===== config.mk =====
export PLATFORM = sky130hd
export DESIGN_NAME = seven_segment_mux_display_core
export DESIGN_NICKNAME = d
export VERILOG_FILES = /design/src/hw/rtl/ssmd_pkg.sv /design/src/hw/rtl/ssmd_ctrl.sv /design/src/hw/rtl/ssmd_datapath.sv /design/src/hw/rtl/seven_segment_mux_display_core.sv
export SDC_FILE = /design/constraint.sdc
export NUM_CORES = 1
export LEC_CHECK = 0
export BUFFER_PORTS_ARGS = -buffer_cell sky130_fd_sc_hd__buf_2
export CAP_MARGIN = 20
export CELL_PAD_IN_SITES_DETAIL_PLACEMENT = 0
export CELL_PAD_IN_SITES_GLOBAL_PLACEMENT = 1
export CORE_MARGIN = 4
export CORE_UTILIZATION = 49
export DETAILED_ROUTE_END_ITERATION = 8
export GPL_ROUTABILITY_DRIVEN = 0
export PLACE_DENSITY = 0.88
export SETUP_SLACK_MARGIN = 0.15
export SLEW_MARGIN = 40
export SYNTH_ARGS = -nofsm -noshare
export SYNTH_HDL_FRONTEND = slang
export SYNTH_HIERARCHICAL = 1
export SYNTH_SLANG_ARGS = --single-unit
export TNS_END_PERCENT = 5

===== constraint.sdc =====
create_clock -name clk -period 4.6 [get_ports clk]
set_input_delay 0.69 -clock clk [delete_from_list [all_inputs] [get_ports clk]]
set_output_delay 0.69 -clock clk [all_outputs]
set_load 0.02 [all_outputs]

===== src/hw/rtl/ssmd_pkg.sv =====
package ssmd_pkg;

  // Field widths fixed by the item formats.
  localparam int CHAR_W   = 8;
  localparam int OFFS_W   = 3;
  localparam int POS_W    = 8;
  localparam int MODE_W   = 3;
  localparam int SEG_W    = 8;
  localparam int EN_W     = 8;
  localparam int COUNT_W  = 4;
  localparam int CFG_IDX_W  = 1;
  localparam int CFG_DATA_W = 4;

  // Configuration register indexes.
  localparam logic [CFG_IDX_W-1:0] CFG_DIGIT_COUNT    = 1'b0;
  localparam logic [CFG_IDX_W-1:0] CFG_COMMON_CATHODE = 1'b1;

  localparam logic [COUNT_W-1:0] DIGIT_COUNT_RESET = 4'd8;

  localparam logic [SEG_W-1:0] SEG_BLANK_ANODE   = 8'h00;
  localparam logic [SEG_W-1:0] SEG_BLANK_CATHODE = 8'hFF;
  localparam logic [EN_W-1:0]  EN_ALL_INACTIVE_ANODE = 8'hFF;

  typedef enum logic [MODE_W-1:0] {
    MODE_TICK    = 3'd0,
    MODE_WRITE   = 3'd1,
    MODE_SET_POS = 3'd2,
    MODE_CLEAR   = 3'd3,
    MODE_DOT     = 3'd4
  } mode_e_t;

  typedef struct packed {
    logic [MODE_W-1:0] mode;
    logic [CHAR_W-1:0] char_code;
    logic [OFFS_W-1:0] char_offset;
    logic [POS_W-1:0]  new_position;
    logic              dot_on;
  } cmd_item_t;

  typedef struct packed {
    logic [SEG_W-1:0] segment_lines;
    logic [EN_W-1:0]  digit_enables;
  } drive_item_t;

  typedef enum logic [2:0] {
    S_IDLE,
    S_DECODE,
    S_REDUCE_TICK,
    S_REDUCE_WRITE,
    S_TICK_LOAD,
    S_CLEAR,
    S_DOT,
    S_FINISH
  } ctrl_state_t;

  typedef struct packed {
    logic take_item;
    logic acc_load_scan;
    logic acc_load_write;
    logic acc_reduce;
    logic scan_from_acc;
    logic rd_en;
    logic rd_from_acc;
    logic latch_drive;
    logic wr_glyph;
    logic wr_dot;
    logic set_pos;
    logic clr_start;
    logic clr_step;
    logic load_out;
  } dp_cmd_t;

  typedef struct packed {
    logic [MODE_W-1:0] mode;
    logic n_zero;
    logic acc_ge_n;
    logic clr_done;
    logic out_free;
  } dp_stat_t;

  // Glyph table, segments a..g in bits 0..6 and the dot in bit 7.
  function automatic logic [SEG_W-1:0] glyph_of(input logic [CHAR_W-1:0] c);
    logic [SEG_W-1:0] g;
    case (c)
      8'h30:   g = 8'h3F; // '0'
      8'h31:   g = 8'h06;
      8'h32:   g = 8'h5B;
      8'h33:   g = 8'h4F;
      8'h34:   g = 8'h66;
      8'h35:   g = 8'h6D;
      8'h36:   g = 8'h7D;
      8'h37:   g = 8'h07;
      8'h38:   g = 8'h7F;
      8'h39:   g = 8'h6F; // '9'
      8'h41:   g = 8'h77; // 'A'
      8'h42:   g = 8'h7F; // 'B'
      8'h62:   g = 8'h7C; // 'b'
      8'h43:   g = 8'h39; // 'C'
      8'h63:   g = 8'h58; // 'c'
      8'h64:   g = 8'h5E; // 'd'
      8'h45:   g = 8'h79; // 'E'
      8'h46:   g = 8'h71; // 'F'
      8'h47:   g = 8'h3D; // 'G'
      8'h48:   g = 8'h76; // 'H'
      8'h68:   g = 8'h74; // 'h'
      8'h49:   g = 8'h06; // 'I'
      8'h69:   g = 8'h04; // 'i'
      8'h4A:   g = 8'h0F; // 'J'
      8'h6A:   g = 8'h0E; // 'j'
      8'h4C:   g = 8'h38; // 'L'
      8'h4F:   g = 8'h3F; // 'O'
      8'h6F:   g = 8'h5C; // 'o'
      8'h50:   g = 8'h73; // 'P'
      8'h53:   g = 8'h6D; // 'S'
      8'h54:   g = 8'h31; // 'T'
      8'h74:   g = 8'h78; // 't'
      8'h55:   g = 8'h3E; // 'U'
      8'h75:   g = 8'h1C; // 'u'
      8'h59:   g = 8'h66; // 'Y'
      8'h5A:   g = 8'h5B; // 'Z'
      8'h2E:   g = 8'h80; // '.'
      8'h2D:   g = 8'h40; // '-'
      8'h5F:   g = 8'h08; // '_'
      8'h3D:   g = 8'h48; // '='
      default: g = 8'h00;
    endcase
    return g;
  endfunction

endpackage


===== src/hw/rtl/ssmd_ctrl.sv =====
module ssmd_ctrl
  import ssmd_pkg::*;
(
  input  logic     clk,
  input  logic     rst,
  input  logic     cmd_valid,
  output logic     cmd_stall,
  input  dp_stat_t stat,
  output dp_cmd_t  ctl
);

  ctrl_state_t state;
  ctrl_state_t state_next;

  always_ff @(posedge clk) begin
    if (rst) begin
      state <= S_IDLE;
    end else begin
      state <= state_next;
    end
  end

  assign cmd_stall = (state != S_IDLE);

  always_comb begin
    state_next = state;
    ctl        = '0;
    case (state)
      S_IDLE: begin
        if (cmd_valid) begin
          ctl.take_item = 1'b1;
          state_next    = S_DECODE;
        end
      end
      S_DECODE: begin
        case (stat.mode)
          MODE_TICK: begin
            if (stat.n_zero) begin
              state_next = S_FINISH;
            end else begin
              ctl.acc_load_scan = 1'b1;
              state_next        = S_REDUCE_TICK;
            end
          end
          MODE_WRITE: begin
            if (stat.n_zero) begin
              state_next = S_FINISH;
            end else begin
              ctl.acc_load_write = 1'b1;
              state_next         = S_REDUCE_WRITE;
            end
          end
          MODE_SET_POS: begin
            ctl.set_pos = 1'b1;
            state_next  = S_FINISH;
          end
          MODE_CLEAR: begin
            ctl.clr_start = 1'b1;
            state_next    = S_CLEAR;
          end
          MODE_DOT: begin
            ctl.rd_en  = 1'b1;
            state_next = S_DOT;
          end
          default: begin
            state_next = S_FINISH;
          end
        endcase
      end
      S_REDUCE_TICK: begin
        if (stat.acc_ge_n) begin
          ctl.acc_reduce = 1'b1;
        end else begin
          ctl.scan_from_acc = 1'b1;
          ctl.rd_en         = 1'b1;
          ctl.rd_from_acc   = 1'b1;
          state_next        = S_TICK_LOAD;
        end
      end
      S_REDUCE_WRITE: begin
        if (stat.acc_ge_n) begin
          ctl.acc_reduce = 1'b1;
        end else begin
          ctl.wr_glyph = 1'b1;
          state_next   = S_FINISH;
        end
      end
      S_TICK_LOAD: begin
        ctl.latch_drive = 1'b1;
        state_next      = S_FINISH;
      end
      S_CLEAR: begin
        if (stat.clr_done) begin
          state_next = S_FINISH;
        end else begin
          ctl.clr_step = 1'b1;
        end
      end
      S_DOT: begin
        ctl.wr_dot = 1'b1;
        state_next = S_FINISH;
      end
      S_FINISH: begin
        if (stat.out_free) begin
          ctl.load_out = 1'b1;
          state_next   = S_IDLE;
        end
      end
      default: begin
        state_next = S_IDLE;
      end
    endcase
  end

endmodule


===== src/hw/rtl/ssmd_datapath.sv =====
module ssmd_datapath
  import ssmd_pkg::*;
#(
  parameter int MAX_DIGITS = 8
) (
  input  logic                  clk,
  input  logic                  rst,
  input  cmd_item_t             cmd,
  input  logic                  cfg_valid,
  output logic                  cfg_ready,
  input  logic [CFG_IDX_W-1:0]  cfg_index,
  input  logic [CFG_DATA_W-1:0] cfg_data,
  input  dp_cmd_t               ctl,
  output dp_stat_t              stat,
  output logic                  disp_valid,
  input  logic                  disp_stall,
  output drive_item_t           disp
);

  localparam int IDX_W = (MAX_DIGITS > 1) ? $clog2(MAX_DIGITS) : 1;
  localparam logic [COUNT_W-1:0] MAX_CNT = COUNT_W'(MAX_DIGITS);
  // Reciprocal for the position reduction: floor(p * RECIP / 2^16) equals
  // p / MAX_DIGITS exactly for every 8-bit p.
  localparam int RECIP_W = 18;
  localparam logic [RECIP_W-1:0] RECIP = RECIP_W'((65536 / MAX_DIGITS) + 1);
  localparam int PROD_W = POS_W + RECIP_W;

  cmd_item_t            item;
  logic [COUNT_W-1:0]   digit_count;
  logic                 common_cathode;
  logic [COUNT_W-1:0]   acc;
  logic [COUNT_W-1:0]   clr_cnt;
  logic [IDX_W-1:0]     write_position;
  logic [IDX_W-1:0]     scan_index;
  logic [SEG_W-1:0]     segment_register;
  logic [EN_W-1:0]      enable_register;
  logic [SEG_W-1:0]     digit_store [MAX_DIGITS];
  logic [MAX_DIGITS-1:0] store_valid;
  logic [SEG_W-1:0]     rdata;

  logic [COUNT_W-1:0]   active_n;
  logic [PROD_W-1:0]    pos_prod;
  logic [POS_W-1:0]     pos_quot;
  logic [POS_W-1:0]     pos_rem;
  logic                 wr_en;
  logic [IDX_W-1:0]     wr_addr;
  logic [SEG_W-1:0]     wr_data;
  logic [IDX_W-1:0]     rd_addr;
  logic [SEG_W-1:0]     glyph;
  logic [EN_W-1:0]      scan_bit;

  assign cfg_ready = 1'b1;
  assign active_n  = (digit_count > MAX_CNT) ? MAX_CNT : digit_count;

  assign pos_prod = PROD_W'(item.new_position) * PROD_W'(RECIP);
  assign pos_quot = pos_prod[16 +: POS_W];
  assign pos_rem  = item.new_position - POS_W'(pos_quot * POS_W'(MAX_DIGITS));

  assign glyph    = glyph_of(item.char_code);
  assign scan_bit = EN_W'(1) << scan_index;
  assign rd_addr  = ctl.rd_from_acc ? acc[IDX_W-1:0] : write_position;

  always_comb begin
    wr_en   = 1'b0;
    wr_addr = clr_cnt[IDX_W-1:0];
    wr_data = common_cathode ? SEG_BLANK_CATHODE : SEG_BLANK_ANODE;
    if (ctl.wr_glyph) begin
      wr_en   = 1'b1;
      wr_addr = acc[IDX_W-1:0];
      wr_data = common_cathode ? ~glyph : glyph;
    end else if (ctl.wr_dot) begin
      wr_en   = 1'b1;
      wr_addr = write_position;
      wr_data = {common_cathode ^ item.dot_on, rdata[SEG_W-2:0]};
    end else if (ctl.clr_step) begin
      wr_en   = 1'b1;
    end
  end

  assign stat.mode     = item.mode;
  assign stat.n_zero   = (active_n == '0);
  assign stat.acc_ge_n = (acc >= active_n);
  assign stat.clr_done = (clr_cnt >= active_n);
  assign stat.out_free = !disp_valid || !disp_stall;

  // Digit store: one write and one registered read per cycle.
  always_ff @(posedge clk) begin
    if (wr_en) begin
      digit_store[wr_addr] <= wr_data;
    end
    if (ctl.rd_en) begin
      rdata <= store_valid[rd_addr] ? digit_store[rd_addr] : SEG_BLANK_ANODE;
    end
  end

  always_ff @(posedge clk) begin
    if (rst) begin
      store_valid <= '0;
    end else if (wr_en) begin
      store_valid[wr_addr] <= 1'b1;
    end
  end

  always_ff @(posedge clk) begin
    if (ctl.take_item) begin
      item <= cmd;
    end
    if (ctl.acc_load_scan) begin
      acc <= COUNT_W'(scan_index) + COUNT_W'(1);
    end else if (ctl.acc_load_write) begin
      acc <= COUNT_W'(item.char_offset) + COUNT_W'(write_position);
    end else if (ctl.acc_reduce) begin
      acc <= acc - active_n;
    end
    if (ctl.clr_start) begin
      clr_cnt <= '0;
    end else if (ctl.clr_step) begin
      clr_cnt <= clr_cnt + COUNT_W'(1);
    end
    if (ctl.load_out) begin
      disp.segment_lines <= segment_register;
      disp.digit_enables <= enable_register;
    end
  end

  always_ff @(posedge clk) begin
    if (rst) begin
      digit_count      <= DIGIT_COUNT_RESET;
      common_cathode   <= 1'b0;
      write_position   <= '0;
      scan_index       <= '0;
      segment_register <= SEG_BLANK_ANODE;
      enable_register  <= EN_ALL_INACTIVE_ANODE;
      disp_valid       <= 1'b0;
    end else begin
      if (cfg_valid && cfg_ready) begin
        case (cfg_index)
          CFG_DIGIT_COUNT:    digit_count    <= cfg_data;
          CFG_COMMON_CATHODE: common_cathode <= cfg_data[0];
          default: begin
          end
        endcase
      end
      if (ctl.set_pos) begin
        write_position <= pos_rem[IDX_W-1:0];
      end else if (ctl.clr_start) begin
        write_position <= '0;
      end
      if (ctl.scan_from_acc) begin
        scan_index <= acc[IDX_W-1:0];
      end
      if (ctl.latch_drive) begin
        segment_register <= rdata;
        enable_register  <= common_cathode ? scan_bit : ~scan_bit;
      end
      if (ctl.load_out) begin
        disp_valid <= 1'b1;
      end else if (!disp_stall) begin
        disp_valid <= 1'b0;
      end
    end
  end

endmodule


===== src/hw/rtl/seven_segment_mux_display_core.sv =====
// Channel   Direction  Handshake          Carries
// cmd       in         cmd_valid/stall    one command item (cmd_item_t)
// disp      out        disp_valid/stall   segment and enable drive (drive_item_t)
// cfg       in         cfg_valid/ready    register index and write data
//
// Every command item gives exactly one drive item. Each passes from a decode
// state to a finish state: set position goes straight there, a dot reads the
// digit and writes it back, a write subtracts the digit count once per wrap
// step, then writes the glyph, a tick does the same reduction, reads the digit
// and latches the drive, and a clear writes one digit in use per step, as the
// digit store has one write port. The longest case is a write that wraps
// fourteen times on a one-digit display. Reset is synchronous and leaves the
// store blank, the enables inactive and the digit count at eight. The output
// register lets a new command be taken while the previous drive item is still
// stalled; a further item then waits in its finish state until that one leaves.
module seven_segment_mux_display_core
  import ssmd_pkg::*;
#(
  parameter int MAX_DIGITS = 8
) (
  input  logic                  clk,
  input  logic                  rst,
  input  logic                  cmd_valid,
  output logic                  cmd_stall,
  input  cmd_item_t             cmd,
  output logic                  disp_valid,
  input  logic                  disp_stall,
  output drive_item_t           disp,
  input  logic                  cfg_valid,
  output logic                  cfg_ready,
  input  logic [CFG_IDX_W-1:0]  cfg_index,
  input  logic [CFG_DATA_W-1:0] cfg_data
);

  dp_cmd_t  ctl;
  dp_stat_t stat;

  // The controller sequences each command; the datapath holds the digit
  // store, the configuration and the scan and write positions.
  ssmd_ctrl u_ctrl (
    .clk       (clk),
    .rst       (rst),
    .cmd_valid (cmd_valid),
    .cmd_stall (cmd_stall),
    .stat      (stat),
    .ctl       (ctl)
  );

  ssmd_datapath #(
    .MAX_DIGITS (MAX_DIGITS)
  ) u_datapath (
    .clk        (clk),
    .rst        (rst),
    .cmd        (cmd),
    .cfg_valid  (cfg_valid),
    .cfg_ready  (cfg_ready),
    .cfg_index  (cfg_index),
    .cfg_data   (cfg_data),
    .ctl        (ctl),
    .stat       (stat),
    .disp_valid (disp_valid),
    .disp_stall (disp_stall),
    .disp       (disp)
  );

endmodule

==> impl_results.md, run 1 <==
* FF+latch count, synth at 161
* Fraction of synthesized area in multiplexers at 0.122
* Final critical path time including I/O delays and setup at 3850 ps
* Peak per-stage delay on the critical path at 670 ps
* Arr. time, crit path at 4020 ps
* Maximum net fanout on the critical path at 8
* Most common cell in the netlist: sky130_fd_sc_hd__edfxtp_1
* Biggest area contributors in the synthesized netlist: sky130_fd_sc_hd__edfxtp_1 42%, sky130_fd_sc_hd__dfxtp_1 13%, sky130_fd_sc_hd__mux2i_1 4.7%, sky130_fd_sc_hd__nor2_1 3.9%, sky130_fd_sc_hd__ha_1 3.7%
* Length in cells of the worst reg-to-reg path at 12
* Leakage at 3.33 nW
* Hold Path Depth at 0
* Startpoint of the tightest hold check path: u_datapath/enable_register[1]
* Critical path data required time at 4770 ps
* First-pass GRT wire length at 27.1 mm
* Number of placed instances, taps included at 907
* Setup repair after global routing missed its margin: false
* Part of the cycle the worst path needs at 0.837
* Setup crit start kind: flip-flop
* Total grt overflow at 0
* Source-to-sink clock delay at the later pin of the worst-skew pair at 430 ps
* Synthesized area per cell at 11.8 um2
* Number of detailed-route iterations in the first pass at 5
* Die outline width at 135 um
* Via count at 5318
* Share of the synthesized netlist area taken by xor and xnor gates at 0.0167
* Most instantiated flip-flop cell in the synthesis netlist: sky130_fd_sc_hd__edfxtp_1
* Top cell types by occurrence after synthesis: 110 x sky130_fd_sc_hd__edfxtp_1, 81 x sky130_fd_sc_hd__nor2_1, 51 x sky130_fd_sc_hd__dfxtp_1
* Largest family of logic cells by synthesized area: simple AND/OR/NAND/NOR gates
* Pins over their slew limit at 0
* Post-CTS sizing at 0
* Share of synthesized area occupied by flip-flops and latches at 0.550
* Starting DRC count in detailed routing at 603
* Post-DRT Antenna Nets at 0
* Proportion of synthesized flip-flops having asynchronous set or reset at 0
* Critical path type: flip-flop to flip-flop
* Worst-case vdd ir drop at 0.270 mV
* Setup TNS at 0 ps
* Count of boundary I/O pins at 52
* # H-tree levels at 4
* Number of antenna violations at the first check in global routing at 0
* Std-Cell Core Area at 15800 um2
* Achievable frequency at 260 MHz
* Adder-cell share of the synthesized area at 0.0417
* Max-Slew Margin vs Limit at 0.469
* Number of synthesized flops with an enable pin at 110
* Reg clk slew, reported paths at 60 ps
* Non-Filler Cell Area, Final at 8920 um2
* Total power at 3.99 mW
* Post-synth top area share at 0.420
* Number of failing setup endpoints in the final timing report at 0
* Min-delay worst type: flip-flop to flip-flop
* Worst Tran Pin Value at 795 ps
* Outcome: complete, no violations
* FF-to-FF End: u_datapath/rdata[7]
* Largest buffer count on any clock path at 2
* Max-Cap Viols at 0
* Antenna Diode Count at 0
* CTS tree: yes
* Number of hold violations in the final report at 0
* Die outline height at 135 um
* CTS Buf Count at 17
* Share of post-route cells with drive strength above 1 at 0.196
* Drt wl/cell at 17.9 um
* Cell repeated most along the worst path: sky130_fd_sc_hd__nor2_1
* Worst reg2reg setup slack at 750 ps
* Fill cell count at 1295
* Number of vias per cell at 5.66
* Detailed-route DRC error count at 0
* Startpoint of the worst register-to-register path: u_datapath/digit_count[0]
* Final net count at 768
* Library cell occupying the most area in the post-synthesis netlist: sky130_fd_sc_hd__edfxtp_1
* Kind of capture point of the worst setup path: flip-flop
* Setup fix buffers added after clock tree synthesis at 0
* Initial core utilization at 0.498
* Gate count after technology mapping at 666
* CTS Root Cell: sky130_fd_sc_hd__clkbuf_16
* Layout Cells excl Fill at 939
* Clock skew after layout at 18.6 ps
* Synthesized area at 7860 um2
* Synthesis Warnings at 6
* Quantity of hold-fixing buffers added after cts at 0
* Compound-gate portion of the synthesized area at 0.108
* DRT Wirelength at 16.8 mm
* Placed Instance Area at 8310 um2
* Via count of the first global-routing pass at 5294
* HPWL Detailed at 11.5 mm
* Number of cell rows at 46
* Largest net degree at the start of global routing at 41
* Critical path, cell by cell: nor2b_1 -> ha_1 -> fa_1 -> a21boi_0 -> o21ai_0 -> nand2b_1 -> or3b_1 -> nor2_1 -> mux2i_2 -> mux4_1 -> mux2i_4 -> nor2_1
* Total global-route track usage at 0.191
* Synthesized netlist net count at 724
* Clock sink total at 161
* Hold endpoint: u_datapath/disp[1]
* Total power per unit cell area at 447 nW/um2
* Die area at 18100 um2
* Number of distinct library cells after synthesis at 64
* Synthesized-area fraction occupied by and/or/nand/nor cells at 0.124
* Signed area change from the synthesized netlist to the final layout at 13.6%
* Slowest-stage cell, CP: sky130_fd_sc_hd__mux4_1
* Port Buf Inserts at 45
## worst max path at each step
stage                              start             endpoint  cells after the start
3_5_place_dp   u_datapath/digit_count[0]  u_datapath/rdata[7]                     12
2_1_floorplan            u_ctrl/state[2]            flip-flop                     15
4_1_cts        u_datapath/digit_count[0]  u_datapath/rdata[7]                     12
3_3_place_gp   u_datapath/digit_count[0]  u_datapath/rdata[1]                     13
6_report       u_datapath/digit_count[0]  u_datapath/rdata[7]                     12
5_1_grt        u_datapath/digit_count[0]  u_datapath/rdata[7]                     14
## area by class of cell
class / count / area, um2 / share of cell area
Clock buffer: 19 / 453 / 0.0508
Clock inverter: 13 / 140 / 0.0157
Inverter: 23 / 86.3 / 0.00968
Multi-Input combinational cell: 443 / 3280 / 0.368
Sequential cell: 161 / 4320 / 0.485
Tap cell: 216 / 270 / 0.0303
Timing Repair Buffer: 64 / 368 / 0.0412
## per-stage QoR
step	setup WS (ps)	hold slack (ps)	util
after floorplan	611	408	-
after global placement	875	417	0.527
after detailed placement	795	418	0.527
after CTS	763	413	0.565
after global routing	537	414	0.566
final	751	434	0.566
## report_power, final
part	switching (mW)	internal [mW]
Combinational	0.508	0.325
Sequential	0.0880	1.67
Clock	0.603	0.795
## per-layer routing
metal / global-route usage / up-vias / routed length [um] / part of all wire
met5: 0 / - / 0 / 0
met4: 0.0713 / 0 / 401 / 0.024
met3: 0.0466 / 35 / 913 / 0.054
met1: 0.239 / 2546 / 7050 / 0.42
li1: - / 2542 / - / -
met2: 0.324 / 195 / 8400 / 0.50
## flip-flops by register name, summed over array words and instances, names as in the netlist, 8 cells and up, named ones only
register                     cells
u_datapath/digit_store          64
u_datapath/disp                 16
u_datapath/enable_register       8
u_datapath/item                 15
u_datapath/rdata                 8
u_datapath/segment_register      8
u_datapath/store_valid           8
## critical path, delay by kind of cell (launching register included)
kind / cells / cell delay, ps
multiplexers: 3 / 1480
AND/OR/NAND/NOR: 5 / 1100
adder cells (fa/ha/maj): 2 / 440
flip-flops: 1 / 340
AO/OA/AOI/OAI: 2 / 250
## logic make-up (layout without fill, tap and decap cells)
kind of cell | Yosys count | count (layout)
AOI/OAI and AO/OA | 128 | 128
xor gates and xnor gates | 15 | 15
adders and majority gates | 25 | 25
buffers and inverters | 62 | 119
DFF | 161 | 161
muxes | 67 | 67
other | 1 | 1
and+or+nand+nor | 207 | 207
## cell usage in the layout (no fill, tap or decap), drive strengths merged, types with 20 or more instances in the layout
master	instances
edfxtp	110
buf	64
inv	31
nand2	46
ha	23
nand2b	20
dfxtp	51
mux2i	42
nor2	82
a21oi	46
(Power assumes the default switching activity.)
==> inputs of run 2 (changes only) <==
--- a/config.mk
+++ b/config.mk
@@ -10,10 +10,10 @@
 export CELL_PAD_IN_SITES_DETAIL_PLACEMENT = 0
 export CELL_PAD_IN_SITES_GLOBAL_PLACEMENT = 1
 export CORE_MARGIN = 4
-export CORE_UTILIZATION = 49
+export CORE_UTILIZATION = 45
 export DETAILED_ROUTE_END_ITERATION = 8
 export GPL_ROUTABILITY_DRIVEN = 0
-export PLACE_DENSITY = 0.88
+export PLACE_DENSITY = 0.86
 export SETUP_SLACK_MARGIN = 0.15
 export SLEW_MARGIN = 40
 export SYNTH_ARGS = -nofsm -noshare
==> constraint.sdc (replaced) <==
create_clock -name clk -period 3.45 [get_ports clk]
set_input_delay 0.5175 -clock clk [delete_from_list [all_inputs] [get_ports clk]]
set_output_delay 0.5175 -clock clk [all_outputs]
set_load 0.02 [all_outputs]
==> impl_results.md, run 2 (synthesis gave the netlist of run 1 again) <==
* Via count of the first global-routing pass at 5452 (was 5294)
* Number of cell rows at 48 (was 46)
* Number of vias per cell at 5.60 (was 5.66)
* Non-Filler Cell Area, Final at 9370 um2 (was 8920 um2)
* Final critical path time including I/O delays and setup at 3330 ps (was 3850 ps)
* Most frequent cells in the layout: 110 x sky130_fd_sc_hd__edfxtp_1, 74 x sky130_fd_sc_hd__nor2_1, 49 x sky130_fd_sc_hd__dfxtp_1 (was 110 x sky130_fd_sc_hd__edfxtp_1, 79 x sky130_fd_sc_hd__nor2_1, 51 x sky130_fd_sc_hd__dfxtp_1)
* Total grt overflow at 0 (unchanged)
* Post-DRT Antenna Nets at 0 (unchanged)
* Worst-case vdd ir drop at 0.389 mV (was 0.270 mV)
* Setup crit start kind: flip-flop (unchanged)
* Die outline height at 140 um (was 135 um)
* Arr. time, crit path at 3510 ps (was 4020 ps)
* Clock sink total at 161 (unchanged)
* Initial core utilization at 0.457 (was 0.498)
* Final net count at 804 (was 768)
* Antenna Diode Count at 0 (unchanged)
* Number of failing setup endpoints in the final timing report at 0 (unchanged)
* Placed Instance Area at 8540 um2 (was 8310 um2)
* Register with the most flip-flops: u_datapath/digit_store (unchanged)
* Setup repair after global routing missed its margin: true (was false)
* Via count at 5507 (was 5318)
* Largest register FFs at 64 (unchanged)
* Reg clk slew, reported paths at 60 ps (about the same)
* Worst hold margin at 265 ps (was 434 ps)
* Largest registers: u_datapath/digit_store: 64 flops, u_datapath/disp: 16 flops, u_datapath/item: 15 flops (unchanged)
* Share of post-route cells with drive strength above 1 at 0.270 (was 0.196)
* Critical path type: flip-flop to flip-flop (unchanged)
* # H-tree levels at 4 (unchanged)
* Quantity of hold-fixing buffers added after cts at 0 (unchanged)
* Source-to-sink clock delay at the later pin of the worst-skew pair at 430 ps (about the same)
* HPWL Detailed at 12.0 mm (was 11.5 mm)
* Clock skew after layout at 7.40 ps (was 18.6 ps)
* Number of detailed-route iterations in the first pass at 6 (was 5)
* Pins over their slew limit at 0 (unchanged)
* Worst Tran Pin Value at 701 ps (was 795 ps)
* Total power per unit cell area at 575 nW/um2 (was 447 nW/um2)
* First-pass GRT wire length at 28.3 mm (was 27.1 mm)
* Count of boundary I/O pins at 52 (unchanged)
* Max-Slew Margin vs Limit at 0.519 (was 0.469)
* Max-Cap Viols at 0 (unchanged)
* Critical path data required time at 3630 ps (was 4770 ps)
* Number of antenna violations at the first check in global routing at 0 (unchanged)
* Maximum net fanout on the critical path at 8 (unchanged)
* Die area at 19600 um2 (was 18100 um2)
* Most common library cell in the layout ignoring fill and taps: sky130_fd_sc_hd__edfxtp_1 (unchanged)
* Kind of capture point of the worst setup path: flip-flop (unchanged)
* CTS Buf Count at 17 (unchanged)
* Largest net degree at the start of global routing at 41 (unchanged)
* Min-delay worst type: primary input to flip-flop (was flip-flop to flip-flop)
* Part of the cycle the worst path needs at 0.966 (was 0.837)
* Total global-route track usage at 0.181 (was 0.191)
* Signed area change from the synthesized netlist to the final layout at 19.2% (was 13.6%)
* Outcome: complete, no violations (unchanged)
* Leakage at 3.50 nW (was 3.33 nW)
* Worst Setup Slack, final at 116 ps (was 751 ps)
* Drt wl/cell at 17.5 um (was 17.9 um)
* Die outline width at 140 um (was 135 um)
* DRT Wirelength at 17.3 mm (was 16.8 mm)
* Port Buf Inserts at 45 (unchanged)
* Detailed-route DRC error count at 0 (unchanged)
* Std-Cell Core Area at 17200 um2 (was 15800 um2)
* CTS Root Cell: sky130_fd_sc_hd__clkbuf_16 (unchanged)
* Achievable frequency at 300 MHz (was 260 MHz)
* CTS tree: yes (unchanged)
* DP Worst Slack at -122 ps (was 795 ps)
* Starting DRC count in detailed routing at 793 (was 603)
* Number of hold violations in the final report at 0 (unchanged)
* Largest buffer count on any clock path at 2 (unchanged)
* Final core utilization at 0.545 (was 0.566)
==> run 2: cell count changes in the layout (fill, tap and decap cells not counted), sizes merged <==
| cell | change |
|---|---|
| clkinv | +1 |
| buf | +36 |
| inv | -1 |
==> run 2: worst paths after layout <==
path                                       from                   to  slack (ps)  depth (start not counted)
setup reg to reg      u_datapath/digit_count[3]  u_datapath/rdata[7]         120                         14
hold / removal                           cmd[9]   u_datapath/item[9]         260                          1
setup / recovery      u_datapath/digit_count[3]  u_datapath/rdata[7]         120                         14
hold reg to reg   u_datapath/enable_register[1]   u_datapath/disp[1]         430                          0
==> run 2: area by class of cell <==
cell class              instances  area (um2)
clock buffers                  19         433
clock inverters                13         144
fillers                      1439        7810
inverters                      23        86.3
multi-input cells             443        3380
flip-flops and latches        161        4330
well taps                     225         282
repair buffers                100         711
==> run 2: timing repair <==
| item | 4_1_cts | 5_1_grt |
|---|---|---|
| gates resized for setup | 16 | 24 |
| pin swaps | 3 | 7 |
| endpoints found under the hold margin | 0 | 0 |
| endpoints found under the setup margin | 142 | 143 |
| buffers inserted | 4 | 7 |
==> run 2: through the flow <==
| stage | cells | TNS, ps | power (mW) |
|---|---|---|---|
| 3_5_place_dp | 941 | -1260 | 3.51 |
| 4_1_cts | 977 | 0 | 5.35 |
| 5_1_grt | 984 | -298 | 5.64 |
| 3_3_place_gp | 941 | -678 | 3.48 |
| 6_report | 984 | 0 | 5.39 |
| 2_1_floorplan | 666 | 0 | 3.21 |
==> run 2: where the power goes <==
group	internal [mW]	total (mW)	switching, mW
Sequential	2.23	2.34	0.111
Clock	1.02	1.81	0.791
Combinational	0.519	1.23	0.714
Total	3.77	5.39	1.62
==> run 2: routing by layer <==
layer	global-route usage	share of wire
met5	0	0
met4	0.0714	0.029
met3	0.0348	0.065
met2	0.314	0.50
met1	0.224	0.41
==> run 2: critical path, cell delays in order (launching register included) <==
cell	delay [ps]
sky130_fd_sc_hd__dfxtp_2	350
sky130_fd_sc_hd__nor2b_4	160
sky130_fd_sc_hd__ha_4	160
sky130_fd_sc_hd__fa_2	210
sky130_fd_sc_hd__a21boi_2	60
sky130_fd_sc_hd__o21ai_1	130
sky130_fd_sc_hd__nand2b_1	90
sky130_fd_sc_hd__or3b_4	420
sky130_fd_sc_hd__nor2_4	180
sky130_fd_sc_hd__mux2i_4	270
sky130_fd_sc_hd__buf_12	160
sky130_fd_sc_hd__mux4_2	530
sky130_fd_sc_hd__mux2i_4	180
sky130_fd_sc_hd__buf_12	150
sky130_fd_sc_hd__nor2_2	50
